**config.mk**
```make
export PLATFORM = sky130hd
export DESIGN_NAME = packbits_pixel_span_decoder
export DESIGN_NICKNAME = d
export VERILOG_FILES = /design/src/hdl/pbsd_pkg.sv /design/src/hdl/packbits_pixel_span_decoder.sv /design/src/hdl/pbsd_ctrl.sv /design/src/hdl/pbsd_dpath.sv
export SDC_FILE = /design/constraint.sdc
export NUM_CORES = 1
export LEC_CHECK = 0
export BUFFER_PORTS_ARGS = -buffer_cell sky130_fd_sc_hd__buf_2
export CAP_MARGIN = 5
export CORE_UTILIZATION = 35
export CTS_CLUSTER_SIZE = 12
export DETAILED_ROUTE_END_ITERATION = 8
export PLACE_DENSITY = 0.59
export REMOVE_ABC_BUFFERS = 1
export SLEW_MARGIN = 20
export SYNTH_ARGS = -nofsm -noshare
export SYNTH_HDL_FRONTEND = slang
export SYNTH_SLANG_ARGS = --single-unit
```
**constraint.sdc**
```tcl
create_clock -name i_clk -period 9.8 [get_ports i_clk]
set_input_delay 1.47 -clock i_clk [delete_from_list [all_inputs] [get_ports i_clk]]
set_output_delay 1.47 -clock i_clk [all_outputs]
set_load 0.05 [all_outputs]
```
**src/hdl/pbsd_pkg.sv**
```systemverilog
package pbsd_pkg;

    localparam int DIM_BITS = 12;
    localparam int CFG_IDX_BITS = 2;

    // configuration register indexes
    localparam logic [CFG_IDX_BITS-1:0] CFG_IMAGE_WIDTH  = 2'd0;
    localparam logic [CFG_IDX_BITS-1:0] CFG_IMAGE_HEIGHT = 2'd1;
    localparam logic [CFG_IDX_BITS-1:0] CFG_PACKED_MODE  = 2'd2;

    localparam logic [DIM_BITS-1:0] WIDTH_RESET  = 12'd320;
    localparam logic [DIM_BITS-1:0] HEIGHT_RESET = 12'd200;
    localparam logic [DIM_BITS-1:0] WIDTH_MIN    = 12'd4;

    localparam logic [7:0] NOOP_HEADER = 8'h80;

    typedef enum logic [1:0] {
        PH_HEADER  = 2'd0,
        PH_LITERAL = 2'd1,
        PH_REPEAT  = 2'd2
    } t_phase;

    typedef struct packed {
        logic [7:0] body_byte;
        logic       frame_start;
    } t_in_item;

    typedef struct packed {
        logic [7:0]          color;
        logic [DIM_BITS-1:0] span_x;
        logic [DIM_BITS-1:0] span_row;
        logic [7:0]          span_length;
        logic                last_of_item;
        logic                frame_done;
        logic                overrun;
    } t_out_item;

    typedef struct packed {
        logic accept;   // take the input item and decode it
        logic emit;     // load one span into the output register
    } t_cmd;

    typedef struct packed {
        logic pending;    // a span or overrun result is still owed
        logic span_last;  // the span offered now is the last of the item
        logic out_free;   // output register can take a result this cycle
    } t_status;

endpackage

```
**src/hdl/packbits_pixel_span_decoder.sv**
```systemverilog
// packbits pixel span decoder: takes an 8-bit chunky image body one byte per item
// and reports the pixels it places as spans (color, start column, row, length),
// split at row ends so rows wrap pixel by pixel. with packed_mode set the body is
// packbits: a header below 0x80 opens a literal of header+1 bytes, a header above
// 0x80 repeats the next byte 257-header times, 0x80 is a no-op; with it clear each
// byte is one pixel. frame_start on an item clears position and decoder phase
// first. bytes after the last row give one overrun result each. headers and
// no-ops give no result; a pixel byte gives one span, plus one further span for
// each row end its run crosses, from the span loop that emits one span per cycle
// into the output register while that register is free or being read. a new
// byte is taken once the last span of the previous byte is in the output
// register, even while that span waits to be taken. configuration writes are
// always accepted and must only be made while the block is idle.
module packbits_pixel_span_decoder
    import pbsd_pkg::*;
(
    input  logic                    i_clk,
    input  logic                    i_rst_n,
    // byte input channel
    input  logic                    i_in_valid,
    output logic                    o_in_ready,
    input  t_in_item                i_in,
    // span output channel
    output logic                    o_out_valid,
    input  logic                    i_out_ready,
    output t_out_item               o_out,
    // configuration write channel
    input  logic                    i_cfg_valid,
    output logic                    o_cfg_ready,
    input  logic [CFG_IDX_BITS-1:0] i_cfg_index,
    input  logic [DIM_BITS-1:0]     i_cfg_data
);

    t_cmd    cmd;
    t_status status;

    // config registers never stall
    assign o_cfg_ready = 1'b1;

    // sequencer: idle / emit spans
    pbsd_ctrl u_ctrl (
        .i_clk      (i_clk),
        .i_rst_n    (i_rst_n),
        .i_in_valid (i_in_valid),
        .o_in_ready (o_in_ready),
        .i_status   (status),
        .o_cmd      (cmd)
    );

    // decoder state, position counters, span splitter and output register
    pbsd_dpath u_dpath (
        .i_clk       (i_clk),
        .i_rst_n     (i_rst_n),
        .i_cmd       (cmd),
        .o_status    (status),
        .i_in        (i_in),
        .i_cfg_valid (i_cfg_valid),
        .i_cfg_index (i_cfg_index),
        .i_cfg_data  (i_cfg_data),
        .o_out_valid (o_out_valid),
        .i_out_ready (i_out_ready),
        .o_out       (o_out)
    );

endmodule

```
**src/hdl/pbsd_ctrl.sv**
```systemverilog
module pbsd_ctrl
    import pbsd_pkg::*;
(
    input  logic    i_clk,
    input  logic    i_rst_n,
    input  logic    i_in_valid,
    output logic    o_in_ready,
    input  t_status i_status,
    output t_cmd    o_cmd
);

    typedef enum logic {
        S_IDLE = 1'b0,
        S_EMIT = 1'b1
    } t_state;

    t_state r_state, n_state;
    logic   r_in_ready, n_in_ready;

    assign o_in_ready   = r_in_ready;
    assign o_cmd.accept = i_in_valid & r_in_ready;
    assign o_cmd.emit   = (r_state == S_EMIT) & i_status.pending & i_status.out_free;

    always_comb begin
        n_state    = r_state;
        n_in_ready = r_in_ready;
        case (r_state)
            S_IDLE: begin
                if (o_cmd.accept) begin
                    n_state    = S_EMIT;
                    n_in_ready = 1'b0;
                end
            end
            S_EMIT: begin
                if (!i_status.pending || (o_cmd.emit && i_status.span_last)) begin
                    n_state    = S_IDLE;
                    n_in_ready = 1'b1;
                end
            end
            default: begin
                n_state    = S_IDLE;
                n_in_ready = 1'b1;
            end
        endcase
    end

    always_ff @(posedge i_clk) begin
        if (!i_rst_n) begin
            r_state    <= S_IDLE;
            r_in_ready <= 1'b1;
        end else begin
            r_state    <= n_state;
            r_in_ready <= n_in_ready;
        end
    end

    a_ready_only_idle: assert property (@(posedge i_clk) disable iff (!i_rst_n)
        r_state == S_EMIT |-> !r_in_ready)
        else $error("input ready while spans are being emitted");

endmodule

```
**src/hdl/pbsd_dpath.sv**
```systemverilog
module pbsd_dpath
    import pbsd_pkg::*;
(
    input  logic                    i_clk,
    input  logic                    i_rst_n,
    input  t_cmd                    i_cmd,
    output t_status                 o_status,
    input  t_in_item                i_in,
    input  logic                    i_cfg_valid,
    input  logic [CFG_IDX_BITS-1:0] i_cfg_index,
    input  logic [DIM_BITS-1:0]     i_cfg_data,
    output logic                    o_out_valid,
    input  logic                    i_out_ready,
    output t_out_item               o_out
);

    logic [DIM_BITS-1:0] r_width, r_height;
    logic                r_packed;

    t_phase              r_phase, n_phase;
    logic [7:0]          r_lit_left, n_lit_left;
    logic [DIM_BITS-1:0] r_col, n_col;
    logic [DIM_BITS-1:0] r_row, n_row;
    logic                r_fin, n_fin;
    logic [7:0]          r_count, n_count;
    logic [7:0]          r_color, n_color;
    logic                r_ovr, n_ovr;
    logic                r_out_valid, n_out_valid;
    t_out_item           r_out, n_out;

    logic [DIM_BITS-1:0] eff_w, eff_h;

    // decode path
    t_phase              p_phase;
    logic [7:0]          p_lit_left, lit_dec;
    logic [DIM_BITS-1:0] p_col, p_row, col1, row1;
    logic                p_fin, fin1;

    // span path
    logic [DIM_BITS-1:0] room, col_sum, row_inc;
    logic [7:0]          take;
    logic                end_row, frame_end;

    assign eff_w = (r_width < WIDTH_MIN) ? WIDTH_MIN : r_width;
    assign eff_h = (r_height == '0) ? DIM_BITS'(1) : r_height;

    always_comb begin
        p_phase    = i_in.frame_start ? PH_HEADER : r_phase;
        p_lit_left = i_in.frame_start ? 8'd0 : r_lit_left;
        p_col      = i_in.frame_start ? '0 : r_col;
        p_row      = i_in.frame_start ? '0 : r_row;
        p_fin      = i_in.frame_start ? 1'b0 : r_fin;
        // wrap left over from a width change
        if (!p_fin && p_col >= eff_w) begin
            col1 = '0;
            row1 = p_row + DIM_BITS'(1);
        end else begin
            col1 = p_col;
            row1 = p_row;
        end
        fin1    = p_fin | (row1 >= eff_h);
        lit_dec = p_lit_left - 8'd1;
    end

    always_comb begin
        room    = eff_w - r_col;
        take    = ({{(DIM_BITS-8){1'b0}}, r_count} < room) ? r_count : room[7:0];
        col_sum = r_col + {{(DIM_BITS-8){1'b0}}, take};
        end_row = (col_sum >= eff_w);
        row_inc = r_row + DIM_BITS'(1);
        frame_end = end_row && (row_inc >= eff_h);
    end

    assign o_status.pending   = r_ovr | (r_count != 8'd0);
    assign o_status.span_last = r_ovr | (r_count == take) | frame_end;
    assign o_status.out_free  = !r_out_valid | i_out_ready;

    always_comb begin
        n_phase     = r_phase;
        n_lit_left  = r_lit_left;
        n_col       = r_col;
        n_row       = r_row;
        n_fin       = r_fin;
        n_count     = r_count;
        n_color     = r_color;
        n_ovr       = r_ovr;
        n_out_valid = r_out_valid;
        n_out       = r_out;

        if (i_cmd.accept) begin
            n_col      = col1;
            n_row      = row1;
            n_fin      = fin1;
            n_phase    = p_phase;
            n_lit_left = p_lit_left;
            n_ovr      = fin1;
            n_count    = 8'd0;
            n_color    = i_in.body_byte;
            if (!fin1) begin
                if (!r_packed) begin
                    n_count = 8'd1;
                end else begin
                    case (p_phase)
                        PH_LITERAL: begin
                            n_count    = 8'd1;
                            n_lit_left = lit_dec;
                            if (lit_dec == 8'd0) begin
                                n_phase = PH_HEADER;
                            end
                        end
                        PH_REPEAT: begin
                            n_count    = p_lit_left;
                            n_lit_left = 8'd0;
                            n_phase    = PH_HEADER;
                        end
                        default: begin
                            if (i_in.body_byte < NOOP_HEADER) begin
                                n_lit_left = i_in.body_byte + 8'd1;
                                n_phase    = PH_LITERAL;
                            end else if (i_in.body_byte > NOOP_HEADER) begin
                                n_lit_left = 8'(9'd257 - {1'b0, i_in.body_byte});
                                n_phase    = PH_REPEAT;
                            end else begin
                                n_phase = PH_HEADER;
                            end
                        end
                    endcase
                end
            end
        end

        if (i_cmd.emit) begin
            n_out_valid = 1'b1;
            n_out       = '0;
            if (r_ovr) begin
                n_out.overrun      = 1'b1;
                n_out.last_of_item = 1'b1;
                n_ovr              = 1'b0;
            end else begin
                n_out.color        = r_color;
                n_out.span_x       = r_col;
                n_out.span_row     = r_row;
                n_out.span_length  = take;
                n_out.last_of_item = o_status.span_last;
                n_count            = r_count - take;
                if (end_row) begin
                    n_col = '0;
                    n_row = row_inc;
                    if (frame_end) begin
                        n_fin            = 1'b1;
                        n_count          = 8'd0;
                        n_out.frame_done = 1'b1;
                    end
                end else begin
                    n_col = col_sum;
                end
            end
        end else if (i_out_ready) begin
            n_out_valid = 1'b0;
        end
    end

    always_ff @(posedge i_clk) begin
        if (!i_rst_n) begin
            r_width     <= WIDTH_RESET;
            r_height    <= HEIGHT_RESET;
            r_packed    <= 1'b1;
            r_phase     <= PH_HEADER;
            r_lit_left  <= 8'd0;
            r_col       <= '0;
            r_row       <= '0;
            r_fin       <= 1'b0;
            r_count     <= 8'd0;
            r_ovr       <= 1'b0;
            r_out_valid <= 1'b0;
        end else begin
            if (i_cfg_valid) begin
                case (i_cfg_index)
                    CFG_IMAGE_WIDTH:  r_width  <= i_cfg_data;
                    CFG_IMAGE_HEIGHT: r_height <= i_cfg_data;
                    CFG_PACKED_MODE:  r_packed <= i_cfg_data[0];
                    default: ;
                endcase
            end
            r_phase     <= n_phase;
            r_lit_left  <= n_lit_left;
            r_col       <= n_col;
            r_row       <= n_row;
            r_fin       <= n_fin;
            r_count     <= n_count;
            r_ovr       <= n_ovr;
            r_out_valid <= n_out_valid;
        end
    end

    always_ff @(posedge i_clk) begin
        r_color <= n_color;
        r_out   <= n_out;
    end

    assign o_out_valid = r_out_valid;
    assign o_out       = r_out;

    a_overrun_is_last: assert property (@(posedge i_clk) disable iff (!i_rst_n)
        r_out_valid && r_out.overrun |-> r_out.last_of_item)
        else $error("overrun result not marked last of item");

    a_done_is_last: assert property (@(posedge i_clk) disable iff (!i_rst_n)
        r_out_valid && r_out.frame_done |-> r_out.last_of_item)
        else $error("frame end span not marked last of item");

    a_span_nonempty: assert property (@(posedge i_clk) disable iff (!i_rst_n)
        i_cmd.emit && !r_ovr |-> take != 8'd0)
        else $error("empty span emitted");

    a_literal_count: assert property (@(posedge i_clk) disable iff (!i_rst_n)
        r_phase == PH_LITERAL |-> r_lit_left != 8'd0)
        else $error("literal phase with no bytes left");

endmodule

```
==> metrics, run 1 <==
GPL Wtd Cong=0.926; Post-DP Area=9700 µm²; largest delay contributor family on the critical path=compound AO/OA/AOI/OAI gates; cell taking the most area after synthesis=edfxtp_1; Post-synth EDFFs=51; DP HPWL=18.9 mm; Core ar.=approximately 25000 µm²; largest cells by area after synthesis=edfxtp_1 17%, dfxtp_1 16%, ha_1 12%; reg2reg end=u_dpath.r_count[7]; first-pass GRT wire length=41.3 mm; Max Cap Viol=0; clock buffer depth=2; register area share after synthesis=32.6%; FMAX=116 MHz; status=finished clean; number of setup violations in the final report=0; Post-synth top cells=108 x nand2_1, 88 x ha_1, 85 x nor2_1; routed vias=7968; Initial DRC Count=656; Peak VDD IR=117 µV; Max-slew headroom=30.4%; CP Data Arrival Time=about 9.0 ns; FF+latch area=2970 µm²; Clock Pin Slew Worst Setup and Hold Paths=0.06 ns; Synth async-reset ratio=0%; Num CTS Buffers=17; htree depth=4; drc violations=0; IO Port Bufs=72; crit-path max cell delay=0.46 ns; Sink Count=123; Multi-input gate area=5600 µm²; routed wire length=25.1 mm; Reg2Reg Depth=35; post-CTS setup buffer count=0; Root Buffer Master=clkbuf_16; CP Max Fanout=11; final cell count without fillers=1455; Antenna Cells=0; RSZ-0062 raised after global routing=false; layout cell share with drive strength beyond 1=12.9%; Min-Delay Startpoint=u_dpath.r_phase[1]; post-layout util=between 40 and 50%; Post-Syn Instances=1067; Slew @ Worst Pin=1.04 ns; Starting Density=35.9%; Critical Path Source Type=flip-flop; clk_skew=0.0128 ns; kind of critical path=reg2reg; vias per cell=5.48; all-layer global routing usage=19.7%; Buf/Inv on CP=2; Nets=between 1000 and 1500; Crit Reg-Reg Startpoint=u_dpath.r_width[6]; Final Hold Fails=0; Netlist cell types=87; fill count=between 2000 and 3000; drt wl/cell=about 17 µm; hold path depth=2; power per cell area=139 nW/µm²; Final ANT Viol Nets=0; top_reg_cell synth=dfxtp_1; hold buffers post-CTS=0; pin count of the biggest net entering global routing=60; placed instance count=~1400; initial antenna violation count=0; setup TNS=0 ns; count leader, synth=nand2_1; most used cell, CP=ha_1; post-synth top area share=between 10% and 20%; Placement Rows=58; Period minus WS final=8.64 ns; max-slew violations=0; Setup crit end kind=flip-flop; number of global-route vias before repair=7627; Final Cell Area=10300 µm²; grt ovf=0; end of the worst hold path=u_dpath.r_phase[1]; Die X=between 150 and 200 µm; Post-Syn Area=9120 µm²; LEAKAGE=between 0.004 and 0.005 µW; die height=163 µm; Avg Synthesized Cell Area=8.54 µm²; Hold WC Path Type=reg2reg; die area=26700 µm²; Worst path slowest cell=or3b_2; Crit path required time=10.16 ns; Synth Warn #=0; CTS tree=built; iteration count of the initial detailed-routing pass=7; area grow syn2layout=13.5%; Ports=74; FF+latch count, synth=~120; Worst-Skew Late Latency=0.43 ns; Post-CTS Resized=0; reg2reg setup slack=1.16 ns; final critical-path share of the clock period=between 80% and 90%
tightest hold or removal path, cell delays in order, from the launching register on:
cell and delay (ns):
dfxtp_1 0.31, inv_1 0.05, o32ai_1 0.05
worst max path at each step:
stage | from | endpoint | slack [ns] | cells after the start
detailed placement | u_dpath.r_width[6] | u_dpath.r_count[7] | 1.26 | 34
finish | u_dpath.r_width[6] | u_dpath.r_count[7] | 1.16 | 35
CTS | u_dpath.r_width[6] | u_dpath.r_count[7] | 1.26 | 34
global route | u_dpath.r_width[6] | u_dpath.r_count[7] | 0.39 | 34
floorplan | u_dpath.r_width[6] | u_dpath.r_row[1] | 1.75 | 35
global placement | u_dpath.r_width[6] | u_dpath.r_count[7] | 1.46 | 34
state kept, by name, indices dropped and copies added, names as in the netlist:
| register | flops |
|---|---|
| u_dpath.r_count | 8 |
| u_dpath.r_height | 12 |
| u_dpath.r_width | 12 |
| u_dpath.r_fin | 1 |
| u_dpath.r_row | 12 |
| u_dpath.r_ovr | 1 |
| u_dpath.r_phase | 2 |
| u_dpath.r_packed | 1 |
| u_ctrl.o_in_ready | 1 |
| u_dpath.o_out_valid | 1 |
| u_dpath.r_color | 8 |
| u_dpath.o_out | 43 |
| u_dpath.r_lit_left | 8 |
| u_dpath.r_col | 12 |
| u_ctrl.r_state | 1 |
final cells by class:
type	count	area share, %
multi-input cells	812	54.1
flip-flops and latches	123	28.7
clock buffers	18	4.15
repair buffers	80	4.06
well taps	330	3.99
inverters	78	2.83
clock inverters	14	2.12
cell families after synthesis:
logic type	Yosys count	synth area share, %
AOI/OAI and AO/OA	284	21.9
xor gates and xnor gates	46	4.42
other	1	0.0411
adders and majority gates	92	12.7
DFF	123	32.6
muxes	13	1.47
and+or+nand+nor	376	20.9
buffers and inverters	132	5.97
power by group:
part / switching (µW) / leakage [µW] / internal [µW]
logic: 114 / 0.00285 / 63.9
clock network: 251 / 0.000312 / 452
registers: 12.2 / 0.00106 / 546
total: 377 / 0.00423 / 1060
per-layer routing:
| metal | part of all wire (%) | global-route usage [%] | routed length (µm) |
|---|---|---|---|
| met5 | 0 | 0 | 0 |
| met1 | 49 | 27.5 | 12200 |
| met3 | 4.6 | 3.50 | 1170 |
| met2 | 45 | 30.6 | 11200 |
| met4 | 2.1 | 6.37 | 538 |
per-stage QoR:
step	worst slack [ns]	power, µW	hold slack (ns)
after floorplan	1.75	687	0.432
after global placement	1.46	744	0.449
after detailed placement	1.26	745	0.452
after CTS	1.26	1450	0.461
after global routing	0.387	1500	0.478
final	1.16	1440	0.459
placed cells by master (no fill, tap or decap), types with 14 or more instances in the layout:
master,instances
nand2_1,108
ha_1,88
nor2_1,85
inv_1,77
buf_2,72
dfxtp_1,71
o21ai_0,54
edfxtp_1,51
a21oi_1,48
nor2b_1,40
a21boi_0,31
nand3_1,27
xnor2_1,26
nor3_1,20
xor2_1,20
clkbuf_16,17
a21o_1,14
o211ai_1,14
Power figures use the tool's default switching activity.
==> run 2: changes to the inputs <==
==> constraint.sdc (replaced) <==
create_clock -name i_clk -period 10 [get_ports i_clk]
set_input_delay 1.5 -clock i_clk [delete_from_list [all_inputs] [get_ports i_clk]]
set_output_delay 1.5 -clock i_clk [all_outputs]
set_load 0.05 [all_outputs]
==> run 2 against run 1 <==
Critical path type unchanged. Via count fell by 0.54%. Largest cell class unchanged. Count of clock-buffer cells in the layout fell by 1. Combinational power barely moved. Critical endpoint unchanged.
==> metrics, run 2 (synthesis gave the netlist of run 1 again) <==
CP Data Arrival Time=9.07 ns (+0.08 ns); hold buffers post-CTS=0 (unchanged); Core ar.=25400 µm² (unchanged); die height=163 µm (unchanged); FMAX=115 MHz (-0.92%); Nets=1230 (unchanged); RSZ-0062 raised after global routing=false; Num CTS Buffers=17 (unchanged); setup TNS=0 ns (unchanged); drt wl/cell=17.4 µm (+0.56%); CP Max Fanout=11 (unchanged); routed wire length=25.3 mm (+0.56%); Final ANT Viol Nets=0 (unchanged); final critical-path share of the clock period=87.2% (-0.96 points); commonest non-fill, non-tap cell in the layout=nand2_1; clk_skew=0.0130 ns (+0.000174 ns); pin count of the biggest net entering global routing=60 (unchanged); kind of critical path=reg2reg; Peak VDD IR=104 µV (-11%); status=finished clean; Setup crit end kind=flip-flop; number of global-route vias before repair=7493 (-1.8%); die area=26700 µm² (unchanged); Post-CTS Resized=0 (unchanged); first-pass GRT wire length=40.7 mm (-1.5%); drc violations=0 (unchanged); GPL Wtd Cong=0.926 (about the same); Max-slew headroom=35.2% (+4.7 points); all-layer global routing usage=19.6% (-0.13 points); Initial DRC Count=598 (-8.8%); LEAKAGE=0.00419 µW (-0.75%); Die X=163 µm (unchanged); Root Buffer Master=clkbuf_16; grt ovf=0 (unchanged); DP HPWL=18.8 mm (-0.64%); most used cell, CP=ha_1; Sink Count=123 (unchanged); htree depth=4 (unchanged); IO Port Bufs=72 (unchanged); Placement Rows=58 (unchanged); initial antenna violation count=0 (unchanged); max-slew violations=0 (unchanged); Worst path slowest cell=or3b_2; final hold slack=0.461 ns (+0.00142 ns); routed vias=7925 (-0.54%); vias per cell=5.45 (-0.54%); Crit path required time=10.35 ns (+0.19 ns); Final Hold Fails=0 (unchanged); crit-path max cell delay=0.46 ns (about the same); Max Cap Viol=0 (unchanged); Critical Path Source Type=flip-flop; most frequent cells in the layout=108 x nand2_1, 88 x ha_1, 85 x nor2_1; CTS tree=built; Slew @ Worst Pin=0.970 ns (-0.0711 ns); max FFs per register=43 (unchanged); fill count=2595 (+0.74%); Ports=74 (unchanged); Hold WC Path Type=reg2reg; Clock Pin Slew Worst Setup and Hold Paths=0.06 ns (about the same); Antenna Cells=0 (unchanged); post-CTS setup buffer count=0 (unchanged); Period minus WS final=8.72 ns (+0.0799 ns); layout cell share with drive strength beyond 1=13.0% (+0.089 points); Worst-Skew Late Latency=0.43 ns (about the same); number of setup violations in the final report=0 (unchanged); Starting Density=35.9% (unchanged); clock buffer depth=2 (unchanged); area grow syn2layout=12.9%; power per cell area=131 nW/µm² (-5.7%); iteration count of the initial detailed-routing pass=5 (-2)
## run 2: cell count changes in the layout (fill, tap and decap cells not counted)
cell        previous run  this run
bufinv_16              5         2
inv_6                  1         4
clkinv_4               5         3
clkinvlp_4             1         3
clkbuf_1               1         0
inv_8                  0         1
## run 2: stage by stage
| stage | area, µm² | std cells | utilization, % | power (µW) | setup WS, ns |
|---|---|---|---|---|---|
| 6_report | 10300 | 1455 | 40.5 | 1350 | 1.28 |
| 5_1_grt | 10300 | 1455 | 40.5 | 1400 | 0.711 |
| 4_1_cts | 10300 | 1455 | 40.5 | 1360 | 1.43 |
| 2_1_floorplan | 8870 | 1013 | - | 673 | 1.95 |
| 3_3_place_gp | 9700 | 1423 | 38.2 | 729 | 1.66 |
| 3_5_place_dp | 9700 | 1423 | 38.2 | 730 | 1.45 |
## run 2: final cells by class
type                    count  area, µm²  share of cell area, %
inverters                  78        293                   2.84
clock buffers              17        425                   4.13
well taps                 330        413                   4.01
clock inverters            15        164                   1.59
flip-flops and latches    123       2970                   28.9
repair buffers             80        420                   4.09
multi-input cells         812       5600                   54.4
## run 2: critical path, delay by kind of cell, from the launching register on
family,cells,cell delay [ns]
multiplexers,1,0.44
AND/OR/NAND/NOR,10,2.63
XOR/XNOR,2,0.39
buffers and inverters,2,0.22
flip-flops,1,0.45
adder cells (fa/ha/maj),4,1.11
AO/OA/AOI/OAI,15,3.40
## run 2: metal layers
metal	share of wire (%)	global-route usage [%]	up-vias
li1	-	-	3948
met1	49	26.9	3726
met5	0	0	-
met4	2.0	6.75	0
met3	4.6	3.33	35
met2	45	30.8	216
## run 2: power by group
group	switching [µW]	internal, µW	total, µW
logic	113	62.7	175
clock network	256	371	627
registers	12.2	535	547
total	381	968	1350
## run 2: path summary, 6_finish.rpt
| path | start | slack (ns) | cells past startpoint | endpoint |
|---|---|---|---|---|
| setup / recovery | u_dpath.r_width[6] | 1.28 | 34 | u_dpath.r_count[7] |
| hold / removal | u_dpath.r_lit_left[1] | 0.46 | 1 | u_dpath.r_lit_left[1] |
| setup reg to reg | u_dpath.r_width[6] | 1.28 | 34 | u_dpath.r_count[7] |
| hold reg to reg | u_dpath.r_lit_left[1] | 0.46 | 1 | u_dpath.r_lit_left[1] |
